`src/sv/tlt_pkg.sv`:
```
// ----------------------------------------------------------------------------
// tlt_pkg
// Shared types, token codes and keyword table of the tiny language tokenizer.
// ----------------------------------------------------------------------------
`default_nettype none

package tlt_pkg;

   localparam int KEYWORD_CHARS_DEF = 6;
   localparam int LINE_BITS_DEF     = 16;
   localparam int LINE_OUT_BITS     = 16;
   localparam int QUEUE_DEPTH       = 4;
   localparam int QUEUE_PTR_BITS    = $clog2(QUEUE_DEPTH);
   localparam int QUEUE_LEVEL_BITS  = $clog2(QUEUE_DEPTH + 1);
   localparam int KEYWORD_COUNT     = 8;
   localparam int KEYWORD_BITS      = 48;

   // token kinds
   localparam logic [2:0] KIND_IDENT       = 3'd0;
   localparam logic [2:0] KIND_NUMBER      = 3'd1;
   localparam logic [2:0] KIND_KEYWORD     = 3'd2;
   localparam logic [2:0] KIND_OPER        = 3'd3;
   localparam logic [2:0] KIND_END_OF_FILE = 3'd4;
   localparam logic [2:0] KIND_ERROR       = 3'd5;

   // operator codes
   localparam logic [3:0] OP_ASSIGN = 4'd0;
   localparam logic [3:0] OP_EQ     = 4'd1;
   localparam logic [3:0] OP_LT     = 4'd2;
   localparam logic [3:0] OP_LE     = 4'd3;
   localparam logic [3:0] OP_GT     = 4'd4;
   localparam logic [3:0] OP_GE     = 4'd5;
   localparam logic [3:0] OP_PLUS   = 4'd6;
   localparam logic [3:0] OP_MINUS  = 4'd7;
   localparam logic [3:0] OP_TIMES  = 4'd8;
   localparam logic [3:0] OP_OVER   = 4'd9;
   localparam logic [3:0] OP_LPAREN = 4'd10;
   localparam logic [3:0] OP_RPAREN = 4'd11;
   localparam logic [3:0] OP_SEMI   = 4'd12;

   // characters
   localparam logic [7:0] CH_NEWLINE = 8'h0A;
   localparam logic [7:0] CH_LBRACE  = 8'h7B;
   localparam logic [7:0] CH_RBRACE  = 8'h7D;
   localparam logic [7:0] CH_EQUAL   = 8'h3D;
   localparam logic [7:0] CH_COLON   = 8'h3A;
   localparam logic [7:0] CH_LT      = 8'h3C;
   localparam logic [7:0] CH_GT      = 8'h3E;
   localparam logic [7:0] CH_PLUS    = 8'h2B;
   localparam logic [7:0] CH_MINUS   = 8'h2D;
   localparam logic [7:0] CH_STAR    = 8'h2A;
   localparam logic [7:0] CH_SLASH   = 8'h2F;
   localparam logic [7:0] CH_SEMI    = 8'h3B;
   localparam logic [7:0] CH_LPAREN  = 8'h28;
   localparam logic [7:0] CH_RPAREN  = 8'h29;

   localparam logic [30:0] NUMBER_MAX = 31'h7FFF_FFFF;
   localparam logic [7:0]  RUN_MAX    = 8'hFF;

   // keywords, first character in the low byte
   localparam logic [KEYWORD_BITS-1:0] KEYWORD_TEXT [KEYWORD_COUNT] = '{
      48'h0000_0000_6669,   // if
      48'h0000_6E65_6874,   // then
      48'h0000_6573_6C65,   // else
      48'h0000_0064_6E65,   // end
      48'h7461_6570_6572,   // repeat
      48'h006C_6974_6E75,   // until
      48'h0000_6461_6572,   // read
      48'h0065_7469_7277    // write
   };
   localparam logic [7:0] KEYWORD_LENGTH [KEYWORD_COUNT] = '{
      8'd2, 8'd4, 8'd4, 8'd3, 8'd6, 8'd5, 8'd4, 8'd5
   };

   typedef struct packed {
      logic [2:0]  kind;
      logic [3:0]  code;
      logic [30:0] value;
      logic [7:0]  length;
      logic [15:0] line;
      logic        last;
   } token_type;

   typedef struct packed {
      logic [1:0] count;
      token_type  slot0;
      token_type  slot1;
   } push_type;

   typedef struct packed {
      logic [QUEUE_LEVEL_BITS-1:0] level;
      logic                        has_room;
      logic                        not_empty;
   } queue_status_type;

   function automatic token_type make_token(input logic [2:0] kind, input logic [3:0] code,
                                            input logic [30:0] value, input logic [7:0] len,
                                            input logic [15:0] line);
      token_type tok;
      tok.kind   = kind;
      tok.code   = code;
      tok.value  = value;
      tok.length = len;
      tok.line   = line;
      tok.last   = 1'b0;
      return tok;
   endfunction

   function automatic logic is_alpha(input logic [7:0] c);
      return (c >= 8'h61 && c <= 8'h7A) || (c >= 8'h41 && c <= 8'h5A);
   endfunction

   function automatic logic is_digit(input logic [7:0] c);
      return c >= 8'h30 && c <= 8'h39;
   endfunction

   function automatic logic is_op_start(input logic [7:0] c);
      return c == CH_COLON || c == CH_GT || c == CH_LT || c == CH_EQUAL || c == CH_PLUS ||
             c == CH_MINUS || c == CH_SEMI || c == CH_SLASH || c == CH_STAR;
   endfunction

   // {known, code} of a one-character operator
   function automatic logic [4:0] single_op(input logic [7:0] c);
      logic [4:0] res;
      unique case (c)
         CH_EQUAL: res = {1'b1, OP_EQ};
         CH_LT:    res = {1'b1, OP_LT};
         CH_GT:    res = {1'b1, OP_GT};
         CH_PLUS:  res = {1'b1, OP_PLUS};
         CH_MINUS: res = {1'b1, OP_MINUS};
         CH_STAR:  res = {1'b1, OP_TIMES};
         CH_SLASH: res = {1'b1, OP_OVER};
         CH_SEMI:  res = {1'b1, OP_SEMI};
         default:  res = {1'b0, OP_ASSIGN};
      endcase
      return res;
   endfunction

   // {hit, index} of a keyword match
   function automatic logic [3:0] keyword_lookup(input logic [KEYWORD_BITS-1:0] text,
                                                 input logic [7:0] len);
      logic [3:0] res;
      res = 4'd0;
      for (int k = 0; k < KEYWORD_COUNT; k++) begin
         if (len == KEYWORD_LENGTH[k] && text == KEYWORD_TEXT[k]) begin
            res = {1'b1, 3'(k)};
         end
      end
      return res;
   endfunction

endpackage

`default_nettype wire

```
`src/sv/tlt_if.sv`:
```
// ----------------------------------------------------------------------------
// tlt_if
// Valid/ready channels of the tokenizer: source bytes in, tokens out.
// ----------------------------------------------------------------------------
`default_nettype none

interface tlt_req_if;
   logic       valid;
   logic       ready;
   logic [7:0] char_code;
   logic       end_of_input;

   modport source (output valid, output char_code, output end_of_input, input ready);
   modport sink   (input valid, input char_code, input end_of_input, output ready);
endinterface

interface tlt_rsp_if;
   logic        valid;
   logic        ready;
   logic [2:0]  token_kind;
   logic [3:0]  token_code;
   logic [30:0] number_value;
   logic [7:0]  text_length;
   logic [15:0] line_number;
   logic        last_result;

   modport source (output valid, output token_kind, output token_code, output number_value,
                   output text_length, output line_number, output last_result, input ready);
   modport sink   (input valid, input token_kind, input token_code, input number_value,
                   input text_length, input line_number, input last_result, output ready);
endinterface

`default_nettype wire

```
`src/sv/tiny_language_tokenizer.sv`:
```
// ----------------------------------------------------------------------------
// tiny_language_tokenizer: source bytes in, tokens out, one byte per cycle while the token queue has room.
// A token is written into the token queue when its byte is accepted and is offered on rsp from the queue head.
// A byte giving two tokens needs two rsp transfers; a 4-entry queue absorbs them.
// Synchronous reset: start state, line count 1, queue empty.
// ----------------------------------------------------------------------------
`default_nettype none

module tiny_language_tokenizer #(
   parameter int KEYWORD_CHARS = tlt_pkg::KEYWORD_CHARS_DEF,
   parameter int LINE_BITS     = tlt_pkg::LINE_BITS_DEF
) (
   input wire logic    clock,
   input wire logic    reset,
   tlt_req_if.sink     req_chan,
   tlt_rsp_if.source   rsp_chan
);

   logic                       req_accept;
   logic                       rsp_accept;
   tlt_pkg::push_type          push;
   tlt_pkg::token_type         head;
   tlt_pkg::queue_status_type  status;

   assign req_chan.ready = status.has_room;
   assign req_accept     = req_chan.valid && req_chan.ready;
   assign rsp_accept     = rsp_chan.valid && rsp_chan.ready;

   tlt_scanner #(
      .KEYWORD_CHARS (KEYWORD_CHARS),
      .LINE_BITS     (LINE_BITS)
   ) u_scanner (
      .clock        (clock),
      .reset        (reset),
      .accept       (req_accept),
      .char_code    (req_chan.char_code),
      .end_of_input (req_chan.end_of_input),
      .push         (push)
   );

   tlt_token_queue u_queue (
      .clock  (clock),
      .reset  (reset),
      .push   (push),
      .pop    (rsp_accept),
      .head   (head),
      .status (status)
   );

   assign rsp_chan.valid        = status.not_empty;
   assign rsp_chan.token_kind   = head.kind;
   assign rsp_chan.token_code   = head.code;
   assign rsp_chan.number_value = head.value;
   assign rsp_chan.text_length  = head.length;
   assign rsp_chan.line_number  = head.line;
   assign rsp_chan.last_result  = head.last;

`ifndef SYNTHESIS
   a_level_bound: assert property (@(posedge clock) disable iff (reset)
      status.level <= tlt_pkg::QUEUE_LEVEL_BITS'(tlt_pkg::QUEUE_DEPTH))
      else $error("token queue overflow");

   a_end_gives_token: assert property (@(posedge clock) disable iff (reset)
      req_accept && req_chan.end_of_input |=> rsp_chan.valid)
      else $error("end of input produced no token");

   a_single_pop: assert property (@(posedge clock) disable iff (reset)
      !$past(reset) |-> ({1'b0, status.level} + 1'b1) >= {1'b0, $past(status.level)})
      else $error("token queue dropped more than one entry");
`endif

endmodule

`default_nettype wire

```
`src/sv/tlt_scanner.sv`:
```
// ----------------------------------------------------------------------------
// tlt_scanner
// Scanner state and token generation: one source byte per transaction,
// zero to two tokens pushed per byte.
// ----------------------------------------------------------------------------
`default_nettype none

module tlt_scanner #(
   parameter int KEYWORD_CHARS = tlt_pkg::KEYWORD_CHARS_DEF,
   parameter int LINE_BITS     = tlt_pkg::LINE_BITS_DEF
) (
   input  wire logic              clock,
   input  wire logic              reset,
   input  wire logic              accept,
   input  wire logic [7:0]        char_code,
   input  wire logic              end_of_input,
   output tlt_pkg::push_type      push
);

   typedef enum logic [2:0] {
      MODE_START,
      MODE_NAME,
      MODE_NUMBER,
      MODE_OPER,
      MODE_COMMENT
   } mode_type;

   localparam int NAME_BITS = 8 * KEYWORD_CHARS;

   mode_type               mode_ff, mode_in;
   logic [NAME_BITS-1:0]   name_ff, name_in;
   logic [7:0]             run_ff, run_in;
   logic [30:0]            acc_ff, acc_in;
   logic [7:0]             first_ff, first_in;
   logic [LINE_BITS-1:0]   line_ff, line_in;

   logic [15:0]            line_out;
   logic [LINE_BITS-1:0]   line_next;
   logic [7:0]             run_next;
   logic [34:0]            acc_sum;
   logic [30:0]            acc_next;
   logic [NAME_BITS-1:0]   name_next;
   logic [3:0]             kw;
   logic [4:0]             op_single;

   logic                   close_valid;
   tlt_pkg::token_type     close_tok;
   tlt_pkg::token_type     pair_tok;
   tlt_pkg::token_type     end_tok;

   mode_type               st_mode;
   logic [NAME_BITS-1:0]   st_name;
   logic [7:0]             st_run;
   logic [30:0]            st_acc;
   logic [7:0]             st_first;
   logic                   st_tok_valid;
   tlt_pkg::token_type     st_tok;

   logic                   do_start;
   logic                   f_valid, s_valid;
   tlt_pkg::token_type     f_tok, s_tok;

   generate
      if (LINE_BITS > tlt_pkg::LINE_OUT_BITS) begin : g_line_sat
         assign line_out = (line_ff[LINE_BITS-1:tlt_pkg::LINE_OUT_BITS] != '0)
                           ? '1 : line_ff[tlt_pkg::LINE_OUT_BITS-1:0];
      end else begin : g_line_ext
         assign line_out = 16'(line_ff);
      end
   endgenerate

   assign line_next = (line_ff != '1) ? line_ff + LINE_BITS'(1) : line_ff;
   assign run_next  = (run_ff != tlt_pkg::RUN_MAX) ? run_ff + 8'd1 : run_ff;

   // acc * 10 + digit
   assign acc_sum  = {1'b0, acc_ff, 3'b000} + {3'b000, acc_ff, 1'b0}
                   + {31'd0, char_code[3:0]};
   assign acc_next = (acc_sum[34:31] != 4'd0) ? tlt_pkg::NUMBER_MAX : acc_sum[30:0];

   always_comb begin
      name_next = name_ff;
      for (int i = 0; i < KEYWORD_CHARS; i++) begin
         if (run_ff == 8'(i)) begin
            name_next[8*i +: 8] = char_code;
         end
      end
   end

   assign kw        = tlt_pkg::keyword_lookup(name_ff[tlt_pkg::KEYWORD_BITS-1:0], run_ff);
   assign op_single = tlt_pkg::single_op(first_ff);

   // token that closes the open name, number or operator
   always_comb begin
      close_valid = 1'b0;
      close_tok   = tlt_pkg::make_token(tlt_pkg::KIND_IDENT, 4'd0, 31'd0, run_ff, line_out);
      unique case (mode_ff)
         MODE_NAME: begin
            close_valid = 1'b1;
            if (kw[3]) begin
               close_tok = tlt_pkg::make_token(tlt_pkg::KIND_KEYWORD, {1'b0, kw[2:0]}, 31'd0,
                                               run_ff, line_out);
            end
         end
         MODE_NUMBER: begin
            close_valid = 1'b1;
            close_tok   = tlt_pkg::make_token(tlt_pkg::KIND_NUMBER, 4'd0, acc_ff, run_ff,
                                              line_out);
         end
         MODE_OPER: begin
            close_valid = 1'b1;
            if (op_single[4]) begin
               close_tok = tlt_pkg::make_token(tlt_pkg::KIND_OPER, op_single[3:0], 31'd0,
                                               8'd1, line_out);
            end else begin
               close_tok = tlt_pkg::make_token(tlt_pkg::KIND_ERROR, 4'd0, 31'd0, 8'd1,
                                               line_out);
            end
         end
         default: begin
            close_valid = 1'b0;
         end
      endcase
   end

   // two-character operator
   always_comb begin
      priority if (first_ff == tlt_pkg::CH_COLON) begin
         pair_tok = tlt_pkg::make_token(tlt_pkg::KIND_OPER, tlt_pkg::OP_ASSIGN, 31'd0, 8'd2,
                                        line_out);
      end else if (first_ff == tlt_pkg::CH_LT) begin
         pair_tok = tlt_pkg::make_token(tlt_pkg::KIND_OPER, tlt_pkg::OP_LE, 31'd0, 8'd2,
                                        line_out);
      end else if (first_ff == tlt_pkg::CH_GT) begin
         pair_tok = tlt_pkg::make_token(tlt_pkg::KIND_OPER, tlt_pkg::OP_GE, 31'd0, 8'd2,
                                        line_out);
      end else begin
         pair_tok = tlt_pkg::make_token(tlt_pkg::KIND_ERROR, 4'd0, 31'd0, 8'd2, line_out);
      end
   end

   assign end_tok = tlt_pkg::make_token(tlt_pkg::KIND_END_OF_FILE, 4'd0, 31'd0, 8'd0,
                                        line_out);

   // byte seen from the start state, with a cleared token
   always_comb begin
      st_mode      = MODE_START;
      st_name      = '0;
      st_run       = 8'd0;
      st_acc       = 31'd0;
      st_first     = 8'd0;
      st_tok_valid = 1'b0;
      st_tok       = tlt_pkg::make_token(tlt_pkg::KIND_OPER, tlt_pkg::OP_LPAREN, 31'd0, 8'd1,
                                         line_out);
      priority if (tlt_pkg::is_digit(char_code)) begin
         st_mode = MODE_NUMBER;
         st_run  = 8'd1;
         st_acc  = {27'd0, char_code[3:0]};
      end else if (tlt_pkg::is_alpha(char_code)) begin
         st_mode       = MODE_NAME;
         st_run        = 8'd1;
         st_name[7:0]  = char_code;
      end else if (char_code == tlt_pkg::CH_LBRACE) begin
         st_mode = MODE_COMMENT;
      end else if (tlt_pkg::is_op_start(char_code)) begin
         st_mode  = MODE_OPER;
         st_first = char_code;
         st_run   = 8'd1;
      end else if (char_code == tlt_pkg::CH_LPAREN) begin
         st_tok_valid = 1'b1;
      end else if (char_code == tlt_pkg::CH_RPAREN) begin
         st_tok_valid = 1'b1;
         st_tok.code  = tlt_pkg::OP_RPAREN;
      end else begin
         st_mode = MODE_START;
      end
   end

   always_comb begin
      mode_in  = mode_ff;
      name_in  = name_ff;
      run_in   = run_ff;
      acc_in   = acc_ff;
      first_in = first_ff;
      line_in  = line_ff;
      do_start = 1'b0;
      f_valid  = 1'b0;
      f_tok    = close_tok;
      s_valid  = 1'b0;
      s_tok    = st_tok;

      if (end_of_input) begin
         f_valid  = close_valid;
         s_valid  = 1'b1;
         s_tok    = end_tok;
         mode_in  = MODE_START;
         name_in  = '0;
         run_in   = 8'd0;
         acc_in   = 31'd0;
         first_in = 8'd0;
         line_in  = LINE_BITS'(1);
      end else begin
         unique case (mode_ff)
            MODE_NAME: begin
               if (tlt_pkg::is_alpha(char_code)) begin
                  name_in = name_next;
                  run_in  = run_next;
               end else begin
                  do_start = 1'b1;
               end
            end
            MODE_NUMBER: begin
               if (tlt_pkg::is_digit(char_code)) begin
                  acc_in = acc_next;
                  run_in = run_next;
               end else begin
                  do_start = 1'b1;
               end
            end
            MODE_OPER: begin
               if (char_code == tlt_pkg::CH_EQUAL) begin
                  s_valid  = 1'b1;
                  s_tok    = pair_tok;
                  mode_in  = MODE_START;
                  name_in  = '0;
                  run_in   = 8'd0;
                  acc_in   = 31'd0;
                  first_in = 8'd0;
               end else begin
                  do_start = 1'b1;
               end
            end
            MODE_COMMENT: begin
               if (char_code == tlt_pkg::CH_RBRACE) begin
                  mode_in = MODE_START;
               end else if (char_code == tlt_pkg::CH_NEWLINE) begin
                  line_in = line_next;
               end
            end
            default: begin
               do_start = 1'b1;
            end
         endcase

         if (do_start) begin
            f_valid  = close_valid;
            s_valid  = st_tok_valid;
            mode_in  = st_mode;
            name_in  = st_name;
            run_in   = st_run;
            acc_in   = st_acc;
            first_in = st_first;
            if (char_code == tlt_pkg::CH_NEWLINE) begin
               line_in = line_next;
            end
         end
      end
   end

   // pack tokens in order and mark the last one
   always_comb begin
      push.count = accept ? ({1'b0, f_valid} + {1'b0, s_valid}) : 2'd0;
      push.slot0 = f_valid ? f_tok : s_tok;
      push.slot1 = s_tok;
      push.slot0.last = !(f_valid && s_valid);
      push.slot1.last = 1'b1;
   end

   always_ff @(posedge clock) begin
      if (reset) begin
         mode_ff  <= MODE_START;
         name_ff  <= '0;
         run_ff   <= 8'd0;
         acc_ff   <= 31'd0;
         first_ff <= 8'd0;
         line_ff  <= LINE_BITS'(1);
      end else if (accept) begin
         mode_ff  <= mode_in;
         name_ff  <= name_in;
         run_ff   <= run_in;
         acc_ff   <= acc_in;
         first_ff <= first_in;
         line_ff  <= line_in;
      end
   end

endmodule

`default_nettype wire

```
`src/sv/tlt_token_queue.sv`:
```
// ----------------------------------------------------------------------------
// tlt_token_queue
// Small token queue: up to two writes per cycle, one read per cycle.
// ----------------------------------------------------------------------------
`default_nettype none

module tlt_token_queue (
   input  wire logic                  clock,
   input  wire logic                  reset,
   input  wire tlt_pkg::push_type     push,
   input  wire logic                  pop,
   output tlt_pkg::token_type         head,
   output tlt_pkg::queue_status_type  status
);

   localparam int DEPTH = tlt_pkg::QUEUE_DEPTH;
   localparam int PW    = tlt_pkg::QUEUE_PTR_BITS;
   localparam int LW    = tlt_pkg::QUEUE_LEVEL_BITS;

   tlt_pkg::token_type entry_ff [DEPTH];
   logic [PW-1:0]      wr_ptr_ff, wr_ptr_in;
   logic [PW-1:0]      rd_ptr_ff, rd_ptr_in;
   logic [LW-1:0]      level_ff, level_in;

   // depth is a power of two, pointers wrap on their own
   assign wr_ptr_in = wr_ptr_ff + PW'(push.count);
   assign rd_ptr_in = rd_ptr_ff + PW'(pop);
   assign level_in  = level_ff + LW'(push.count) - LW'(pop);

   assign head             = entry_ff[rd_ptr_ff];
   assign status.level     = level_ff;
   assign status.has_room  = level_ff <= LW'(DEPTH - 2);
   assign status.not_empty = level_ff != '0;

   always_ff @(posedge clock) begin
      if (push.count != 2'd0) begin
         entry_ff[wr_ptr_ff] <= push.slot0;
      end
      if (push.count == 2'd2) begin
         entry_ff[wr_ptr_ff + PW'(1)] <= push.slot1;
      end
   end

   always_ff @(posedge clock) begin
      if (reset) begin
         wr_ptr_ff <= '0;
         rd_ptr_ff <= '0;
         level_ff  <= '0;
      end else begin
         wr_ptr_ff <= wr_ptr_in;
         rd_ptr_ff <= rd_ptr_in;
         level_ff  <= level_in;
      end
   end

endmodule

`default_nettype wire

```
`src/flat_wrapper.sv`:
```
// flat-port wrapper written by rule: the top's interface ports become plain ports
module tiny_language_tokenizer_flat 
#(
   parameter int KEYWORD_CHARS = tlt_pkg::KEYWORD_CHARS_DEF,
   parameter int LINE_BITS     = tlt_pkg::LINE_BITS_DEF
)
  (clock, reset, req_chan_valid, req_chan_char_code, req_chan_end_of_input, req_chan_ready, rsp_chan_valid, rsp_chan_token_kind, rsp_chan_token_code, rsp_chan_number_value, rsp_chan_text_length, rsp_chan_line_number, rsp_chan_last_result, rsp_chan_ready);
  tlt_req_if req_chan_i ();
  tlt_rsp_if rsp_chan_i ();
  input wire logic clock;
  input wire logic reset;
  input wire logic [$bits(req_chan_i.valid)-1:0] req_chan_valid;
  input wire logic [$bits(req_chan_i.char_code)-1:0] req_chan_char_code;
  input wire logic [$bits(req_chan_i.end_of_input)-1:0] req_chan_end_of_input;
  output wire logic [$bits(req_chan_i.ready)-1:0] req_chan_ready;
  output wire logic [$bits(rsp_chan_i.valid)-1:0] rsp_chan_valid;
  output wire logic [$bits(rsp_chan_i.token_kind)-1:0] rsp_chan_token_kind;
  output wire logic [$bits(rsp_chan_i.token_code)-1:0] rsp_chan_token_code;
  output wire logic [$bits(rsp_chan_i.number_value)-1:0] rsp_chan_number_value;
  output wire logic [$bits(rsp_chan_i.text_length)-1:0] rsp_chan_text_length;
  output wire logic [$bits(rsp_chan_i.line_number)-1:0] rsp_chan_line_number;
  output wire logic [$bits(rsp_chan_i.last_result)-1:0] rsp_chan_last_result;
  input wire logic [$bits(rsp_chan_i.ready)-1:0] rsp_chan_ready;
  assign req_chan_i.valid = req_chan_valid;
  assign req_chan_i.char_code = req_chan_char_code;
  assign req_chan_i.end_of_input = req_chan_end_of_input;
  assign req_chan_ready = req_chan_i.ready;
  assign rsp_chan_valid = rsp_chan_i.valid;
  assign rsp_chan_token_kind = rsp_chan_i.token_kind;
  assign rsp_chan_token_code = rsp_chan_i.token_code;
  assign rsp_chan_number_value = rsp_chan_i.number_value;
  assign rsp_chan_text_length = rsp_chan_i.text_length;
  assign rsp_chan_line_number = rsp_chan_i.line_number;
  assign rsp_chan_last_result = rsp_chan_i.last_result;
  assign rsp_chan_i.ready = rsp_chan_ready;
  tiny_language_tokenizer #(.KEYWORD_CHARS(KEYWORD_CHARS), .LINE_BITS(LINE_BITS)) u_core (.clock(clock), .reset(reset), .req_chan(req_chan_i), .rsp_chan(rsp_chan_i));
endmodule
```
`config.mk`:
```
export PLATFORM = sky130hd
export DESIGN_NAME = tiny_language_tokenizer_flat
export DESIGN_NICKNAME = d
export VERILOG_FILES = /design/src/sv/tlt_pkg.sv /design/src/sv/tlt_if.sv /design/src/sv/tiny_language_tokenizer.sv /design/src/sv/tlt_scanner.sv /design/src/sv/tlt_token_queue.sv /design/src/flat_wrapper.sv
export SDC_FILE = /design/constraint.sdc
export NUM_CORES = 1
export LEC_CHECK = 0
export BUFFER_PORTS_ARGS = -buffer_cell sky130_fd_sc_hd__buf_4
export CELL_PAD_IN_SITES_DETAIL_PLACEMENT = 1
export CELL_PAD_IN_SITES_GLOBAL_PLACEMENT = 2
export CORE_UTILIZATION = 41
export DETAILED_ROUTE_END_ITERATION = 10
export GPL_TIMING_DRIVEN = 0
export HOLD_SLACK_MARGIN = 0.05
export PLACE_DENSITY_LB_ADDON = 0.08
export SLEW_MARGIN = 20
export SYNTH_ARGS = -nofsm -noshare
export SYNTH_HDL_FRONTEND = slang
export SYNTH_SLANG_ARGS = --single-unit
```
`constraint.sdc`:
```
create_clock -name clock -period 6.2 [get_ports clock]
set_input_delay 0.62 -clock clock [delete_from_list [all_inputs] [get_ports clock]]
set_output_delay 0.62 -clock clock [all_outputs]
set_load 0.02 [all_outputs]
```
# Word-level counts from Yosys, hierarchy flattened
# Memories as Yosys holds them, arrays and structs flattened. A register that Yosys moved wholly into a read port is not among the register bits.
# Index checks and enable logic that the tools add are counted.
# word_totals
register_bits,121
latch_bits,0
ram_bits,252
mem_bits_ro,0
inputBits,13
out_inout_bits,65
wordCells,234
mem_count,1
# op_classes
add_sub_neg,10
mul,0
div_mod_pow,0
magnitude_cmp,7
eq_ne,54
shift,0
mux,103
bitwise,0
reduce_logical,45
# memory_table
name,depth,width,read_ports,rd_ports_with_merged_regs,write_ports,line_no,text
u_core.u_queue.entry_ff,4,63,1,1,2,tlt_token_queue.sv:20,tlt_pkg::token_type entry_ff [DEPTH];
# op_table
op,count
63-bit 2-to-1 mux,8
48-bit 2-to-1 mux,4
63-bit one-hot mux with 3 select lines,1
8-bit 2-to-1 mux,21
8-bit by 6-bit equality test with 1-bit output (second input constant),20
31-bit 2-to-1 mux,5
48-bit by 31-bit equality test with 1-bit output (second input constant),3
16-bit 2-to-1 mux,7
48-bit by 39-bit equality test with 1-bit output (second input constant),2
48-bit one-hot mux with 2 select lines,1
62-bit 2-to-1 mux,1
31-bit one-hot mux with 2 select lines,1
48-bit by 15-bit equality test with 1-bit output (second input constant),1
48-bit by 23-bit equality test with 1-bit output (second input constant),1
48-bit by 47-bit equality test with 1-bit output (second input constant),1
4-bit != test (second input constant),10
5-bit one-hot mux with 8 select lines,1
4-bit 2-to-1 mux,9
34-bit by 32-bit adder with 35-bit output,1
35-bit by 4-bit adder with 35-bit output,1
5-bit AND reduction,7
1-bit 2-to-1 mux,31
8-bit by 3-bit equality test with 1-bit output (second input constant),3
8-bit one-hot mux with 3 select lines,1
other kinds (38),78

# Logic depth before layout (Yosys ltp)
# logic_depth
ltp_word,20
depth_mapped,16
mapped_depth_nobuf,14

# Modules after synthesis
# From an unflattened synthesis, not the netlist that was laid out.
# hier_totals
cells_unflattened,1798
hier_area_um2,21425.5
# modules_own_cells
module,instances,cells_per_inst,area_per_inst_um2,seq_area_each_um2
tlt_token_queue,1,651,12559.5,7707.4
tlt_scanner,1,1145,8853.5,2282.2
tiny_language_tokenizer,1,2,12.5,0.0

# Least setup slack after synthesis
# OpenSTA, ideal clock, no wires.
# synth_path
kind,input to register
from,input req_chan_char_code[1]
to,memory u_core.u_queue.entry_ff[2][10] (netlist bit) (enable)
setup_ns,0.396
arrival_ns,4.167
t_required_ns,5.804
slack_ns,1.637
cell_stages,14
path_buffers,4
path_cell_list,clkbuf_1 and4b_1 and2_1 and3_1 or2_2 clkbuf_1 o21bai_1 ha_1 clkbuf_2 o21ai_1 nor3b_1 nor2_1 inv_1 clkbuf_1
# synth_rtl
item,line_no,text
start: declaration,flat_wrapper.sv:13,input wire logic [$bits(req_chan_i.char_code)-1:0] req_chan_char_code;
end: declaration,tlt_token_queue.sv:20,

==> impl_metrics.env <==
export IMPL_power_internal_mw=4.46
export IMPL_yosysSeqAreaShare_pct=46.8
export IMPL_cp_endpoint="u_core.u_queue.entry_ff[3][40]$_SDFFE_PP0P_"
export IMPL_cts_setup_buffers=0
export IMPL_period_needed_ns=5.31
export IMPL_core_area_sq_mm=0.0433
export IMPL_ff2ff_path_depth=15
export IMPL_grt_pass1_wl_um=86800
export IMPL_cts_tree="done"
export IMPL_fin_crit_sh_pct=85.7
export IMPL_slew_headroom_pct=33.9
export IMPL_required_ns=6.70
export IMPL_ys_ff_latch=373
export IMPL_ys_warnings_count=0
export IMPL_gr_total_overflow=0
export IMPL_crit_slowest_cell="clkbuf_1"
export IMPL_die_y_um=212
export IMPL_timing_rr_end="u_core.u_queue.entry_ff[3][40]$_SDFFE_PP0P_"
export IMPL_htree_levels=2
export IMPL_rsz0062_at_grt="false"
export IMPL_drt_pass1_iterations=5
export IMPL_clock_path_buffers=3
export IMPL_synth_flop_cell="dfxtp_1"
export IMPL_yosysTopAreaCell="dfxtp_1"
export IMPL_hold_path_class="primary input to flop"
export IMPL_clk_pin_slew_ns=0.07
export IMPL_max_freq_mhz=188
export IMPL_rr_startpoint="u_core.u_scanner.mode_ff[1]$_SDFFE_PP0P_"
export IMPL_status="finished clean"
export IMPL_place_inst=2372
export IMPL_startpoint_type="flop"
export IMPL_tightest_slew_ns=0.991
export IMPL_worst_setup_path_type="flop to flop"
export IMPL_cts_sinks=373
export IMPL_rows=76
export IMPL_io_buffers=75
export IMPL_power_mw=6.13
export IMPL_n_fill_cell=4729
export IMPL_async_flop_share_pct=0
export IMPL_drive_above_1_share_pct=13.0
export IMPL_path_common_cell="clkbuf_1"
export IMPL_drt_iter0_drc=961
export IMPL_syn_nets=1798
export IMPL_critPathTopFamily="buffers and inverters"
export IMPL_wl_per_cell_um=22.8
export IMPL_switchingPower_mw=1.68
export IMPL_final_cells=2446
export IMPL_fp_dieW_um=212
export IMPL_ir_worst_vdd_mv=0.212
export IMPL_synthDominantCellAreaShare_pct=30.2
export IMPL_routed_via_density=5.83
export IMPL_synth_common_cells="273 x dfxtp_1, 150 x a22o_1, 141 x nor2_1, 127 x nand2_1, 100 x edfxtp_1"
export IMPL_grt_max_degree=29
export IMPL_arrival_ns=5.81
export IMPL_finClkSkew_ns=0.0152
export IMPL_cap_violations=0
export IMPL_grt_pass1_vias=14700
export IMPL_combinationalPowerShare_pct=16.7
export IMPL_antenna_found_initial=0
export IMPL_vias=14300
export IMPL_drc=0
export IMPL_slew_violations=0
export IMPL_total_leakage_power_nw=7.75
export IMPL_num_nets_final=1918
export IMPL_ant_nets=0
export IMPL_multi_input_area_sq_mm=0.00908
export IMPL_finalInstanceArea_sq_mm=0.0208
export IMPL_power_density_mw_per_mm2=295
export IMPL_avgSynthCellArea_sq_um=10.6
export IMPL_dp_hpwl_um=40600
export IMPL_placed_area_sq_mm=0.0194
export IMPL_crit_path_start="u_core.u_scanner.mode_ff[1]$_SDFFE_PP0P_"
export IMPL_cpPeakStageDelay_ns=0.64
export IMPL_crit_fanout=10
export IMPL_p_seq_share_pct=42.3
export IMPL_finalSetupViolations=0
export IMPL_ff_latch_area_sq_mm=0.00847
export IMPL_area_delta_synth_final_pct=15.1
export IMPL_cts_buffers=41
export IMPL_die_area_sq_mm=0.0449
export IMPL_cts_resized=0
export IMPL_place_congestion=0.868
export IMPL_r2r_slack_ns=0.89
export IMPL_swShare_pct=27.4
export IMPL_cp_end_kind="flop"
export IMPL_yosysMostFrequentCell="dfxtp_1"
export IMPL_synth_area_leaders="dfxtp_1 30%, edfxtp_1 17%, mux4_2 7.8%"
export IMPL_start_util_pct=41.8
export IMPL_num_io_pins=78
export IMPL_synth_distinct_cells=80
export IMPL_hold_violations=0
export IMPL_synth_edf_count=100
export IMPL_cts_root_buf="clkbuf_16"
export IMPL_hold_buffers=0
export IMPL_syn_area_sq_mm=0.0181
export IMPL_crit_buf_inv=5
export IMPL_grt_usage_pct=25.2
export IMPL_cp_cell_sequence="clkbuf_1, nand2b_1, nor2_1, a21oi_1, o22ai_1, nor2b_1, clkbuf_1, ha_1, clkbuf_2, o21ai_1, nor2_1, nor2_1, clkbuf_1, clkbuf_1, a22o_1"
export IMPL_finalWirelength_um=55700
export IMPL_p_clk_share_pct=41.0
export IMPL_netlist_instances=1710
export IMPL_cp_depth=15
export IMPL_worstSkewPairLatency_ns=0.57
export IMPL_setup_tns_ns=0
## power groups by stage
| stage | clock [mW] | combinational (mW) | sequential (mW) |
|---|---|---|---|
| after global routing | 2.67 | 1.11 | 2.60 |
| after global placement | 0 | 1.02 | 2.64 |
| final | 2.52 | 1.02 | 2.59 |
| after CTS | 2.58 | 1.04 | 2.59 |
| after floorplan | 0 | 0.661 | 2.63 |
| after detailed placement | 0 | 1.03 | 2.65 |
## cell usage in the layout (no fill, tap or decap), types with 7 or more instances in the layout
cell       count
a21o_1        16
a21oi_1       91
a221o_1       28
a22o_1       150
a22oi_1       13
a31oi_1        9
and2_1        50
and3_1        19
buf_1          8
buf_4         75
clkbuf_1      96
clkbuf_16     43
clkbuf_8      10
dfxtp_1      273
edfxtp_1     100
ha_1          72
inv_1         18
mux2i_1       14
mux4_2        63
nand2_1      127
nand2b_1      20
nand3_1       43
nand4_1       22
nor2_1       141
nor2b_1       45
nor3_1        29
nor3b_1        8
nor4_1        12
nor4bb_1       8
o21ai_0       47
o21ai_1        7
o22ai_1       18
or2_2          8
xnor2_1       22
xor2_1        24
## flip-flops by register name, indices dropped and copies added (netlist names)
signal                     count
u_core.u_queue.wr_ptr_ff       2
u_core.u_scanner.name_ff      48
u_core.u_scanner.mode_ff       3
u_core.u_queue.level_ff        3
u_core.u_scanner.acc_ff       31
u_core.u_scanner.first_ff      8
u_core.u_queue.rd_ptr_ff       2
u_core.u_scanner.line_ff      16
u_core.u_scanner.run_ff        8
u_core.u_queue.entry_ff      252
## cell type report
| cell class | instances | share of cell area, % |
|---|---|---|
| Inverter | 20 | 0.361 |
| Timing Repair Buffer | 77 | 2.90 |
| Tap cell | 585 | 3.52 |
| Antenna cell | 1 | 0.0120 |
| Buffer | 111 | 2.25 |
| Sequential cell | 373 | 40.7 |
| Clock buffer | 63 | 6.04 |
| Multi-Input combinational cell | 1206 | 43.6 |
| Clock inverter | 10 | 0.613 |
## how the worst min path moves through the flow
| stage | start | endpoint | slack, ns | cells after the start |
|---|---|---|---|---|
| 3_5_place_dp | u_core.u_scanner.first_ff[6]$_SDFFE_PP0P_ | u_core.u_scanner.first_ff[6]$_SDFFE_PP0P_ | 0.45 | 1 |
| 3_3_place_gp | u_core.u_queue.entry_ff[0][55]$_SDFFE_PP0N_ | u_core.u_queue.entry_ff[0][55]$_SDFFE_PP0N_ | 0.43 | 2 |
| 4_1_cts | req_chan_char_code[5] | u_core.u_scanner.name_ff[5]$_SDFFE_PP0P_ | 0.30 | 2 |
| 6_report | req_chan_char_code[5] | u_core.u_scanner.name_ff[5]$_SDFFE_PP0P_ | 0.33 | 2 |
| 5_1_grt | req_chan_char_code[5] | u_core.u_scanner.name_ff[5]$_SDFFE_PP0P_ | 0.32 | 2 |
| 2_1_floorplan | u_core.u_queue.entry_ff[2][55]$_SDFFE_PP0N_ | u_core.u_queue.entry_ff[2][55]$_SDFFE_PP0N_ | 0.42 | 2 |
## cell families (layout without fill, tap and decap cells)
| family | Yosys count | count (layout) | synth area share, % |
|---|---|---|---|
| and+or+nand+nor | 571 | 571 | 16.3 |
| DFF | 373 | 373 | 46.8 |
| other | 0 | 1 | 0 |
| adders and majority gates | 75 | 75 | 5.31 |
| xor gates and xnor gates | 46 | 46 | 2.23 |
| AOI/OAI and AO/OA | 437 | 437 | 17.7 |
| buffers and inverters | 131 | 281 | 2.98 |
| muxes | 77 | 77 | 8.62 |
## stage by stage
step	util [%]	worst slack (ns)	hold WS, ns
after detailed placement	44.9	0.425	0.453
after CTS	48.1	1.00	0.301
after global placement	44.8	-0.219	0.434
after floorplan	-	1.64	0.420
final	48.1	0.888	0.331
after global routing	48.1	0.580	0.324
## per-layer routing
layer  wire length (um)  share of wire (%)  vias to the layer above  GRT usage [%]
li1                   -                  -                     6688              -
met1              27400                 49                     7204           36.6
met2              25000                 45                      307           39.1
met3               2360                4.2                       64           3.86
met4                917                1.6                        0           6.02
met5                  0                  0                        -              0
No activity file was read; power rests on OpenSTA's default activity.
